**config.mk**
```make
export PLATFORM = sky130hd
export DESIGN_NAME = psd_ctrl
export DESIGN_NICKNAME = d
export VERILOG_FILES = /design/src/hdl/psd_pkg.sv /design/src/hdl/psd_ctrl.sv
export SDC_FILE = /design/constraint.sdc
export NUM_CORES = 1
export LEC_CHECK = 0
export CORE_MARGIN = 1.5
export CORE_UTILIZATION = 25
export DETAILED_ROUTE_END_ITERATION = 16
export DONT_BUFFER_PORTS = 1
export GPL_TIMING_DRIVEN = 0
export PLACE_DENSITY = 0.5
export SLEW_MARGIN = 20
export SYNTH_ARGS = -nofsm -noshare
export SYNTH_HDL_FRONTEND = slang
export SYNTH_SLANG_ARGS = --single-unit
```
**constraint.sdc**
```tcl
create_clock -name aclk -period 1.9 [get_ports aclk]
set_input_delay 0.38 -clock aclk [delete_from_list [all_inputs] [get_ports aclk]]
set_output_delay 0.38 -clock aclk [all_outputs]
set_load 0.02 [all_outputs]
```
**src/hdl/psd_pkg.sv**
```systemverilog
// Shared types and constants for the plaquette string detector.
package psd_pkg;

    // Input item field layout (s_tdata), lowest bit first
    localparam int COORD_W      = 5;
    localparam int SAMPLE_W     = 16;
    localparam int CELL_X_LSB   = 0;
    localparam int CELL_Y_LSB   = CELL_X_LSB + COORD_W;
    localparam int CELL_Z_LSB   = CELL_Y_LSB + COORD_W;
    localparam int REAL_LSB     = CELL_Z_LSB + COORD_W;
    localparam int IMAG_LSB     = REAL_LSB + SAMPLE_W;
    localparam int S_TDATA_W    = 48;

    // Result item layout (m_tdata), lowest bit first
    localparam int HIT_ANY_BIT  = 0;
    localparam int HIT_XY_BIT   = 1;
    localparam int HIT_YZ_BIT   = 2;
    localparam int HIT_ZX_BIT   = 3;
    localparam int M_TDATA_W    = 8;

    localparam int NUM_CORNERS  = 7;
    localparam int NUM_EDGES    = 9;
    localparam int DRAIN_CYCLES = 2;
    localparam int CNT_W        = 4;
    localparam int ACC_W        = 4;
    localparam int STRING_WINDING = 2;

    localparam logic KIND_WRITE = 1'b0;
    localparam logic KIND_QUERY = 1'b1;

    // Lattice corners touched by one query, in read order
    typedef enum logic [2:0] {
        C_O  = 3'd0,
        C_X  = 3'd1,
        C_XY = 3'd2,
        C_Y  = 3'd3,
        C_YZ = 3'd4,
        C_Z  = 3'd5,
        C_XZ = 3'd6
    } corner_t;

    // Distinct directed edges of the three plaquettes
    typedef enum logic [3:0] {
        E_O_X   = 4'd0,
        E_X_XY  = 4'd1,
        E_XY_Y  = 4'd2,
        E_Y_O   = 4'd3,
        E_Y_YZ  = 4'd4,
        E_YZ_Z  = 4'd5,
        E_Z_O   = 4'd6,
        E_Z_XZ  = 4'd7,
        E_XZ_X  = 4'd8
    } edge_t;

    typedef struct packed {
        logic    capture;
        logic    mem_wr;
        logic    rd_en;
        corner_t rd_corner;
        logic    edge_en;
        edge_t   edge_sel;
        logic    load_out;
    } ctrl_cmd_t;

endpackage

```
**src/hdl/psd_ctrl.sv**
```systemverilog
// Sequencer for the plaquette string detector: reads, edge issue, result handoff.
module psd_ctrl
    import psd_pkg::*;
(
    input  logic       aclk,
    input  logic       aresetn,
    input  logic       s_tvalid,
    input  logic [0:0] s_tuser,
    output logic       s_tready,
    output logic       m_tvalid,
    input  logic       m_tready,
    output ctrl_cmd_t  cmd
);

    typedef enum logic [4:0] {
        ST_IDLE  = 5'b00001,
        ST_READ  = 5'b00010,
        ST_EDGE  = 5'b00100,
        ST_DRAIN = 5'b01000,
        ST_FIN   = 5'b10000
    } state_t;

    state_t           state_reg, state_next;
    logic [CNT_W-1:0] cnt_reg, cnt_next;
    logic             m_tvalid_reg, m_tvalid_next;
    logic             accept;
    logic             out_free;

    assign s_tready = (state_reg == ST_IDLE);
    assign accept   = s_tvalid && s_tready;
    assign out_free = !m_tvalid_reg || m_tready;
    assign m_tvalid = m_tvalid_reg;

    always_comb begin
        state_next = state_reg;
        cnt_next   = cnt_reg;
        cmd        = '0;
        cmd.rd_corner = C_O;
        cmd.edge_sel  = E_O_X;
        unique case (state_reg)
            ST_IDLE: begin
                cmd.capture = accept;
                cmd.mem_wr  = accept && (s_tuser[0] == KIND_WRITE);
                if (accept) begin
                    cnt_next   = '0;
                    state_next = (s_tuser[0] == KIND_QUERY) ? ST_READ : ST_FIN;
                end
            end
            ST_READ: begin
                cmd.rd_en     = 1'b1;
                cmd.rd_corner = corner_t'(cnt_reg[2:0]);
                if (cnt_reg == CNT_W'(NUM_CORNERS - 1)) begin
                    cnt_next   = '0;
                    state_next = ST_EDGE;
                end else begin
                    cnt_next = cnt_reg + 1'b1;
                end
            end
            ST_EDGE: begin
                // last corner reaches its corner register during this state; it is used by the late edges only
                cmd.edge_en  = 1'b1;
                cmd.edge_sel = edge_t'(cnt_reg);
                if (cnt_reg == CNT_W'(NUM_EDGES - 1)) begin
                    cnt_next   = '0;
                    state_next = ST_DRAIN;
                end else begin
                    cnt_next = cnt_reg + 1'b1;
                end
            end
            ST_DRAIN: begin
                if (cnt_reg == CNT_W'(DRAIN_CYCLES - 1)) begin
                    cnt_next   = '0;
                    state_next = ST_FIN;
                end else begin
                    cnt_next = cnt_reg + 1'b1;
                end
            end
            ST_FIN: begin
                cmd.load_out = out_free;
                if (out_free) begin
                    state_next = ST_IDLE;
                end
            end
            default: begin
                state_next = ST_IDLE;
            end
        endcase
    end

    always_comb begin
        m_tvalid_next = m_tvalid_reg;
        if (cmd.load_out) begin
            m_tvalid_next = 1'b1;
        end else if (m_tready) begin
            m_tvalid_next = 1'b0;
        end
    end

    always_ff @(posedge aclk) begin
        if (!aresetn) begin
            state_reg    <= ST_IDLE;
            cnt_reg      <= '0;
            m_tvalid_reg <= 1'b0;
        end else begin
            state_reg    <= state_next;
            cnt_reg      <= cnt_next;
            m_tvalid_reg <= m_tvalid_next;
        end
    end

    // a waiting result is never overwritten
    a_no_overwrite: assert property (@(posedge aclk) disable iff (!aresetn)
        cmd.load_out |-> (!m_tvalid_reg || m_tready))
        else $error("result register loaded while a result still waits");

    // a query starts its corner reads right after the transfer
    a_query_reads: assert property (@(posedge aclk) disable iff (!aresetn)
        (accept && s_tuser[0] == KIND_QUERY) |=> (state_reg == ST_READ && cnt_reg == '0))
        else $error("query did not start reading corners");

    // a result becomes valid only out of the finish step
    a_valid_source: assert property (@(posedge aclk) disable iff (!aresetn)
        $rose(m_tvalid_reg) |-> $past(state_reg == ST_FIN))
        else $error("result valid raised outside the finish step");

endmodule

```
==> results by group, run 1 <==
Global routing
  – GRT Residual Overflow: 0
  – Global-route wire length before repair: roughly 3.2 mm
  – Initial antenna violation count: 0
  – Vias in the first global route: ~680
  – GRT Util Overall: 0.127
  – Pin count of the biggest net entering global routing: 11

Run
  – Max cap viols: 0

STA
  – WHS: between 0.2 and 0.3 ns
  – Final setup fails: 3
  – Relative slew slack: 0.705
  – Hold Fails Final Rpt: 0
  – Max Slew Vio Count: 0
  – FMAX: 484 MHz
  – Final worst-path cycle share: 1.09
  – Clock skew: around 0.0016 ns
  – Setup TNS: -0.415 ns
  – Actual slew at the worst max-slew pin: 0.440 ns
  – Unrepaired setup endpoints after global routing: true
  – Final WS setup: -0.164 ns
  – Min cycle time layout: between 2 and 2.5 ns

Floorplanning
  – Die ar.: ~0.0033 mm2
  – Initial Util: 0.266
  – Die height: around 57 um
  – Die width: approximately 57 um
  – CORE AREA: 0.00278 mm2
  – Std cell rows: 19
  – I/O pin total: 19

Clocking
  – CTS tree: done
  – Hold-fix buffers, CTS: 0
  – CTS Sinks: 10
  – Clk slew on worst S/H paths: 0.07 ns
  – Clk Latency, worst-skew pair: 0.27 ns
  – CTS H-tree lvls: 1
  – Clock Root Buffer: clkbuf_4
  – CTS buffer count: 3
  – Max clock buf depth: 2

Final layout
  – FILL cells: 274
  – Final nets: roughly 110
  – Diodes inserted: 0
  – Share of layout cells above drive strength 1: 0.471
  – Max reg flops: 5
  – Multi-input gate area: approximately 630 um2
  – FF/Latch Area: 210 um2
  – Area grow syn2layout: 37.9%

Min path
  – Hold Path Class: in -> reg
  – Hold path start: s_tuser
  – Hold Path End: state_reg[1]
  – Hold Path Depth: 2

Logic synthesis
  – Mean Syn Cell Area: 8.13 um2
  – Cell Area, Synth: 739 um2
  – Mapped Cells: 91
  – Synthesis warning total: 0
  – Seq/Total Area, Yosys: 0.271
  – Number of synthesized register bits: 10
  – Yosys cell types: 32
  – Synthesized Nets: 100

Pwr
  – Total power draw: roughly 0.00086 W
  – Peak supply drop: between 0.0004 and 0.0005 V
  – Static Leak: approximately 0.40 nW
  – PD cells: 839 mW/mm2

Setup path
  – RR Startpoint: state_reg[4]
  – Critical path class: reg -> out
  – Worst Path Max Fanout: 4
  – Critical path endpoint category: output pin
  – Setup crit start kind: flop
  – Reg2Reg Capture Point: state_reg[0]
  – Worst Path Buf+Inv: 2
  – Crit path max-delay family: simple AND/OR/NAND/NOR gates
  – Crit-path cells: buf_6, or3_4, or3_4, nor2b_2, buf_4
  – Critical Path Max Stage Delay: around 0.38 ns
  – CP Data Required Time: between 1.5 and 2 ns
  – Critical-path cell with the highest stage delay: or3_4
  – R2R depth: 5
  – Internal reg-to-reg setup slack: approximately 0.07 ns
  – Crit path DAT: ~1.7 ns
  – Most numerous cell on the critical path: or3_4

Route
  – TritonRoute pass-1 iters: 4
  – Wire per inst: ~16 um
  – Post-detailed-routing wire length: ~2.1 mm
  – Drt via density: ~5.6
  – DRC Markers: 0
  – Vias: ~740
  – DRT iter0 DRCs: 20
  – Antenna Nets Post-Route: 0

Run status
  – Failing checks: negative setup slack
  – Status: finished with violations

Placement
  – Hpwl dp: approximately 1.4 mm
  – IO buf count: 0
  – Final Wtd Congestion: approximately 0.84
[cells in the mapped netlist]
cell type  count  share of area
dfxtp_1       10           0.27
nand2_1        8          0.041
o31ai_1        7          0.071
and3_1         5          0.042
inv_1          5          0.025
or3_1          5          0.042
a21oi_1        4          0.027
ha_1           4          0.068
nor2_1         4          0.020
nor2b_1        4          0.034
and2_1         3          0.025
nand2b_1       3          0.025
nor3_1         3          0.020
o21ai_0        3          0.020
o32ai_1        3          0.036
clkbuf_1       2          0.010
nand3_1        2          0.014
or4_1          2          0.020
a211oi_2       1          0.017
a311oi_2       1          0.020
buf_4          1          0.010
buf_6          1          0.015
inv_2          1         0.0051
nor4_1         1         0.0085
o211ai_1       1          0.010
o211ai_2       1          0.017
o311a_1        1          0.014
o311a_2        1          0.015
o311ai_1       1          0.012
or4b_1         1          0.014
or4b_4         1          0.019
xnor2_1        1          0.012
[area by class of cell]
type | instances | share of cell area
Inverter | 6 | 0.0221
Multi-Input combinational cell | 71 | 0.617
Timing Repair Buffer | 8 | 0.0589
Buffer | 3 | 0.0221
Sequential cell | 10 | 0.206
Clock buffer | 4 | 0.0356
Tap cell | 31 | 0.0380
[worst max path at each step]
stage / depth (start not counted) / from / to / slack, ns
2_1_floorplan: 5 / state_reg[3] / cmd[10] / -0.03
3_3_place_gp: 5 / state_reg[3] / cmd[10] / -0.15
3_5_place_dp: 5 / state_reg[3] / cmd[10] / -0.15
4_1_cts: 4 / state_reg[4] / cmd[10] / -0.16
5_1_grt: 5 / state_reg[2] / cmd[0] / -0.23
6_report: 5 / state_reg[2] / cmd[0] / -0.16
[cell usage in the layout (no fill, tap or decap), types with 2 or more instances in the layout]
cell,Yosys,final
or4b_4,1,2
ha_1,4,4
dfxtp_2,0,5
o31ai_2,0,3
o21ai_0,3,3
inv_1,5,3
and3_1,5,4
nor2b_1,4,2
a21oi_1,4,4
o311a_4,0,2
or3_4,0,4
nor3_2,0,2
o31ai_1,7,4
and2_4,0,2
nand2_1,8,8
nor2_1,4,2
dfxtp_1,10,4
nand2b_1,3,3
buf_4,1,9
nor2_4,0,2
o32ai_1,3,3
clkbuf_4,0,3
inv_2,1,3
nand3_1,2,2
[timing repair]
item	CTS	global route
pin swaps	4	5
setup buffers	3	5
gates resized for setup	10	22
endpoints found under the setup margin	21	20
[routing by layer]
metal | wire length [um] | global-route usage | vias to the layer above
met5 | 0 | 0 | -
met3 | 143 | 0.0431 | 4
met1 | 954 | 0.170 | 352
li1 | - | - | 362
met2 | 990 | 0.185 | 24
met4 | 22 | 0.0565 | 0
[kinds of logic after synthesis]
kind of cell / count (synthesis) / share of synthesized area
compound gates: 24 / 0.259
xor+xnor: 1 / 0.0118
fa+ha+maj: 4 / 0.0677
simple gates: 42 / 0.325
flops: 10 / 0.271
buf+inv: 10 / 0.0660
[power breakdown]
| group | leakage (nW) | internal [W] | total, W | switching [W] |
|---|---|---|---|---|
| registers | 0.0836 | 0.000233 | 0.000271 | 0.0000380 |
| clock network | 0.0210 | 0.000117 | 0.000205 | 0.0000885 |
| logic | 0.294 | 0.000173 | 0.000380 | 0.000206 |
[per-stage QoR]
| step | util | cells | area [um2] | setup WS (ns) |
|---|---|---|---|---|
| 6_report | 0.367 | 133 | 1020 | -0.164 |
| 5_1_grt | 0.367 | 133 | 1020 | -0.229 |
| 4_1_cts | 0.322 | 128 | 895 | -0.165 |
| 3_5_place_dp | 0.287 | 122 | 797 | -0.146 |
| 3_3_place_gp | 0.287 | 122 | 797 | -0.153 |
| 2_1_floorplan | - | 91 | 758 | -0.0308 |
(Power assumes the default switching activity.)
==> run 2, diff against run 1 <==
--- a/config.mk
+++ b/config.mk
@@ -5,12 +5,14 @@
 export SDC_FILE = /design/constraint.sdc
 export NUM_CORES = 1
 export LEC_CHECK = 0
+export CELL_PAD_IN_SITES_DETAIL_PLACEMENT = 0
+export CELL_PAD_IN_SITES_GLOBAL_PLACEMENT = 1
 export CORE_MARGIN = 1.5
 export CORE_UTILIZATION = 25
 export DETAILED_ROUTE_END_ITERATION = 16
 export DONT_BUFFER_PORTS = 1
 export GPL_TIMING_DRIVEN = 0
-export PLACE_DENSITY = 0.5
+export PLACE_DENSITY = 0.6
 export SLEW_MARGIN = 20
 export SYNTH_ARGS = -nofsm -noshare
 export SYNTH_HDL_FRONTEND = slang
==> results by group, run 2 (synthesis results as in run 1) <==
Run status
  – Status: finished with violations (unchanged)
  – Failing checks: negative setup slack (unchanged)

Pwr
  – Internal power: 0.000426 W (was 0.000523 W)
  – Seq pwr share: 0.377 (was 0.316)
  – Power share of the clock group: 0.192 (was 0.240)
  – Sw frac: 0.403 (was 0.389)
  – PD cells: 791 mW/mm2 (was 839 mW/mm2)
  – Peak supply drop: 0.000533 V (was 0.000455 V)
  – Switching pwr: 0.000287 W (was 0.000333 W)
  – Comb pwr share: 0.431 (was 0.444)
  – Static Leak: 0.339 nW (was 0.398 nW)

STA
  – Unrepaired setup endpoints after global routing: true (unchanged)
  – Actual slew at the worst max-slew pin: 0.673 ns (was 0.440 ns)
  – Clock skew: 0.00132 ns (was 0.00163 ns)
  – Relative slew slack: 0.548 (was 0.705)
  – Final WS setup: -0.160 ns (was -0.164 ns)
  – FMAX: 485 MHz (was 484 MHz)
  – Final worst-path cycle share: 1.08 (was 1.09)
  – Final setup fails: 9 (was 3)
  – Min cycle time layout: 2.06 ns (about the same)
  – Hold Fails Final Rpt: 0 (unchanged)
  – Max Slew Vio Count: 0 (unchanged)

Setup path
  – CP Data Required Time: 1.52 ns (about the same)
  – R2R depth: 5 (unchanged)
  – Internal reg-to-reg setup slack: -0.07 ns (was 0.07 ns)
  – Critical Path Max Stage Delay: 0.43 ns (was 0.38 ns)
  – RR Startpoint: state_reg[4] (unchanged)
  – Crit-path cells: or3_4, nor2_4, and2_4, nor2b_4 (was buf_6, or3_4, or3_4, nor2b_2, buf_4)
  – Critical path class: reg -> out (unchanged)
  – Crit path DAT: 1.68 ns (about the same)
  – Crit. Startpoint: state_reg[4] (was state_reg[2])
  – Critical-path cell with the highest stage delay: or3_4 (unchanged)
  – Worst Path Max Fanout: 6 (was 4)
  – Critical path endpoint category: output pin (unchanged)
  – Reg2Reg Capture Point: cnt_reg[3] (was state_reg[0])
  – Setup crit start kind: flop (unchanged)

Route
  – Post-detailed-routing wire length: 2.00 mm (was 2.11 mm)
  – TritonRoute pass-1 iters: 4 (unchanged)
  – DRT iter0 DRCs: 14 (was 20)
  – Drt via density: 5.64 (was 5.58)
  – Wire per inst: 15.9 um (about the same)
  – Antenna Nets Post-Route: 0 (unchanged)
  – Vias: 711 (was 742)
  – DRC Markers: 0 (unchanged)

Placement
  – IO buf count: 0 (unchanged)
  – Area post-placement: 797 um2 (unchanged)
  – Pre-CTS setup slack: -0.177 ns (was -0.146 ns)
  – Final Wtd Congestion: 0.788 (was 0.839)
  – Hpwl dp: 1.42 mm (was 1.37 mm)

Clocking
  – CTS tree: done (unchanged)
  – CTS H-tree lvls: 1 (unchanged)
  – CTS buffer count: 3 (unchanged)
  – Clk Latency, worst-skew pair: 0.25 ns (was 0.27 ns)
  – CTS Sinks: 10 (unchanged)
  – Clk slew on worst S/H paths: 0.06 ns (was 0.07 ns)
  – Max clock buf depth: 2 (unchanged)
  – Clock Root Buffer: clkbuf_4 (unchanged)

Floorplanning
  – Std cell rows: 19 (unchanged)
  – CORE AREA: 0.00278 mm2 (unchanged)
  – I/O pin total: 19 (unchanged)
  – Die width: 57.4 um (unchanged)
  – Die height: 57.4 um (unchanged)
  – Die ar.: 0.00329 mm2 (unchanged)
  – Initial Util: 0.266 (unchanged)

Final layout
  – Most common cell after layout, fill and taps aside: nand2_1 (was buf_4)
  – Most frequent cells in the layout: nand2_1, o31ai_1, and3_1, dfxtp_1 (was buf_4, nand2_1, dfxtp_2)
  – Final nets: 106 (was 112)
  – FILL cells: 299 (was 274)
  – Share of layout cells above drive strength 1: 0.337 (was 0.471)
  – Fin area: 901 um2 (was 0.00102 mm2)
  – Multi-input gate area: 571 um2 (was 629 um2)
  – Final Util: 0.324 (was 0.367)
  – FF/Latch Area: 209 um2 (was 210 um2)
  – Diodes inserted: 0 (unchanged)
  – Area grow syn2layout: 21.8% (was 37.9%)
  – Max reg flops: 5 (unchanged)

Global routing
  – GRT Residual Overflow: 0 (unchanged)
  – Initial antenna violation count: 0 (unchanged)
  – Vias in the first global route: 675 (was 683)
  – Pin count of the biggest net entering global routing: 11 (unchanged)
  – Global-route wire length before repair: 3.17 mm (was 3.23 mm)
  – GRT Util Overall: 0.123 (was 0.127)

Min path
  – Hold Path Class: in -> reg (unchanged)
  – Hold Path End: state_reg[1] (unchanged)
  – Hold path start: s_tuser (unchanged)
  – Hold Path Depth: 2 (unchanged)

Run
  – Max cap viols: 0 (unchanged)
[run 2: cell types whose count changed in the layout (fill, tap and decap cells not counted), moves of 2 or more]
cell and delta:
buf_4 -6, nor3_1 +2, nor3_2 -2, o31ai_1 +3, o31ai_2 -3
[run 2: how the worst max path moves through the flow]
| stage | slack, ns | cells past startpoint | end |
|---|---|---|---|
| after CTS | -0.17 | 4 | cmd[10] |
| after floorplan | -0.03 | 5 | cmd[10] |
| final | -0.16 | 4 | cmd[10] |
| after detailed placement | -0.18 | 5 | cmd[10] |
| after global placement | -0.17 | 5 | cmd[10] |
| after global routing | -0.22 | 4 | cmd[10] |
[run 2: layout make-up]
cell class,count,share of cell area
Buffer,3,0.0250
Clock buffer,3,0.0250
Inverter,6,0.0250
Multi-Input combinational cell,71,0.633
Sequential cell,10,0.232
Tap cell,31,0.0431
Timing Repair Buffer,2,0.0167
[run 2: layer usage]
metal	vias to the layer above	routed length (um)	share of wire	global-route usage
met3	2	102	0.051	0.0476
li1	351	-	-	-
met5	-	0	0	0
met4	0	10	0.0050	0.0266
met2	14	922	0.46	0.180
met1	344	968	0.48	0.170
[run 2: stage by stage]
step / instances / hold WS (ns) / setup TNS (ns) / total power [W]
after CTS: 125 / 0.290 / -0.772 / 0.000684
after global routing: 126 / 0.270 / -1.67 / 0.000757
final: 126 / 0.285 / -0.682 / 0.000713
after detailed placement: 122 / 0.558 / -1.16 / 0.000516
after global placement: 122 / 0.564 / -1.22 / 0.000518
after floorplan: 91 / 0.504 / -0.0308 / 0.000464
[run 2: power by group through the flow]
stage          Clock, W  Combinational, W  Sequential, W
2_1_floorplan         0          0.000208       0.000256
3_3_place_gp          0          0.000255       0.000263
3_5_place_dp          0          0.000254       0.000263
4_1_cts        0.000143          0.000278       0.000264
5_1_grt        0.000154          0.000329       0.000273
6_report       0.000137          0.000307       0.000268
[run 2: worst max-delay path: cells and delay by family (launching register included)]
family / cells / cell delay, ns
flops: 1 / 0.37
simple gates: 4 / 1.06
[run 2: repair_timing]
action                     in CTS  in global routing
resized for setup               6                 14
setup endpoints to repair      21                 20
setup buffers                   1                  1
cloned                          0                  0
hold endpoints to repair        0                  0
pin swaps                       3                  1
hold buffers                    0                  0
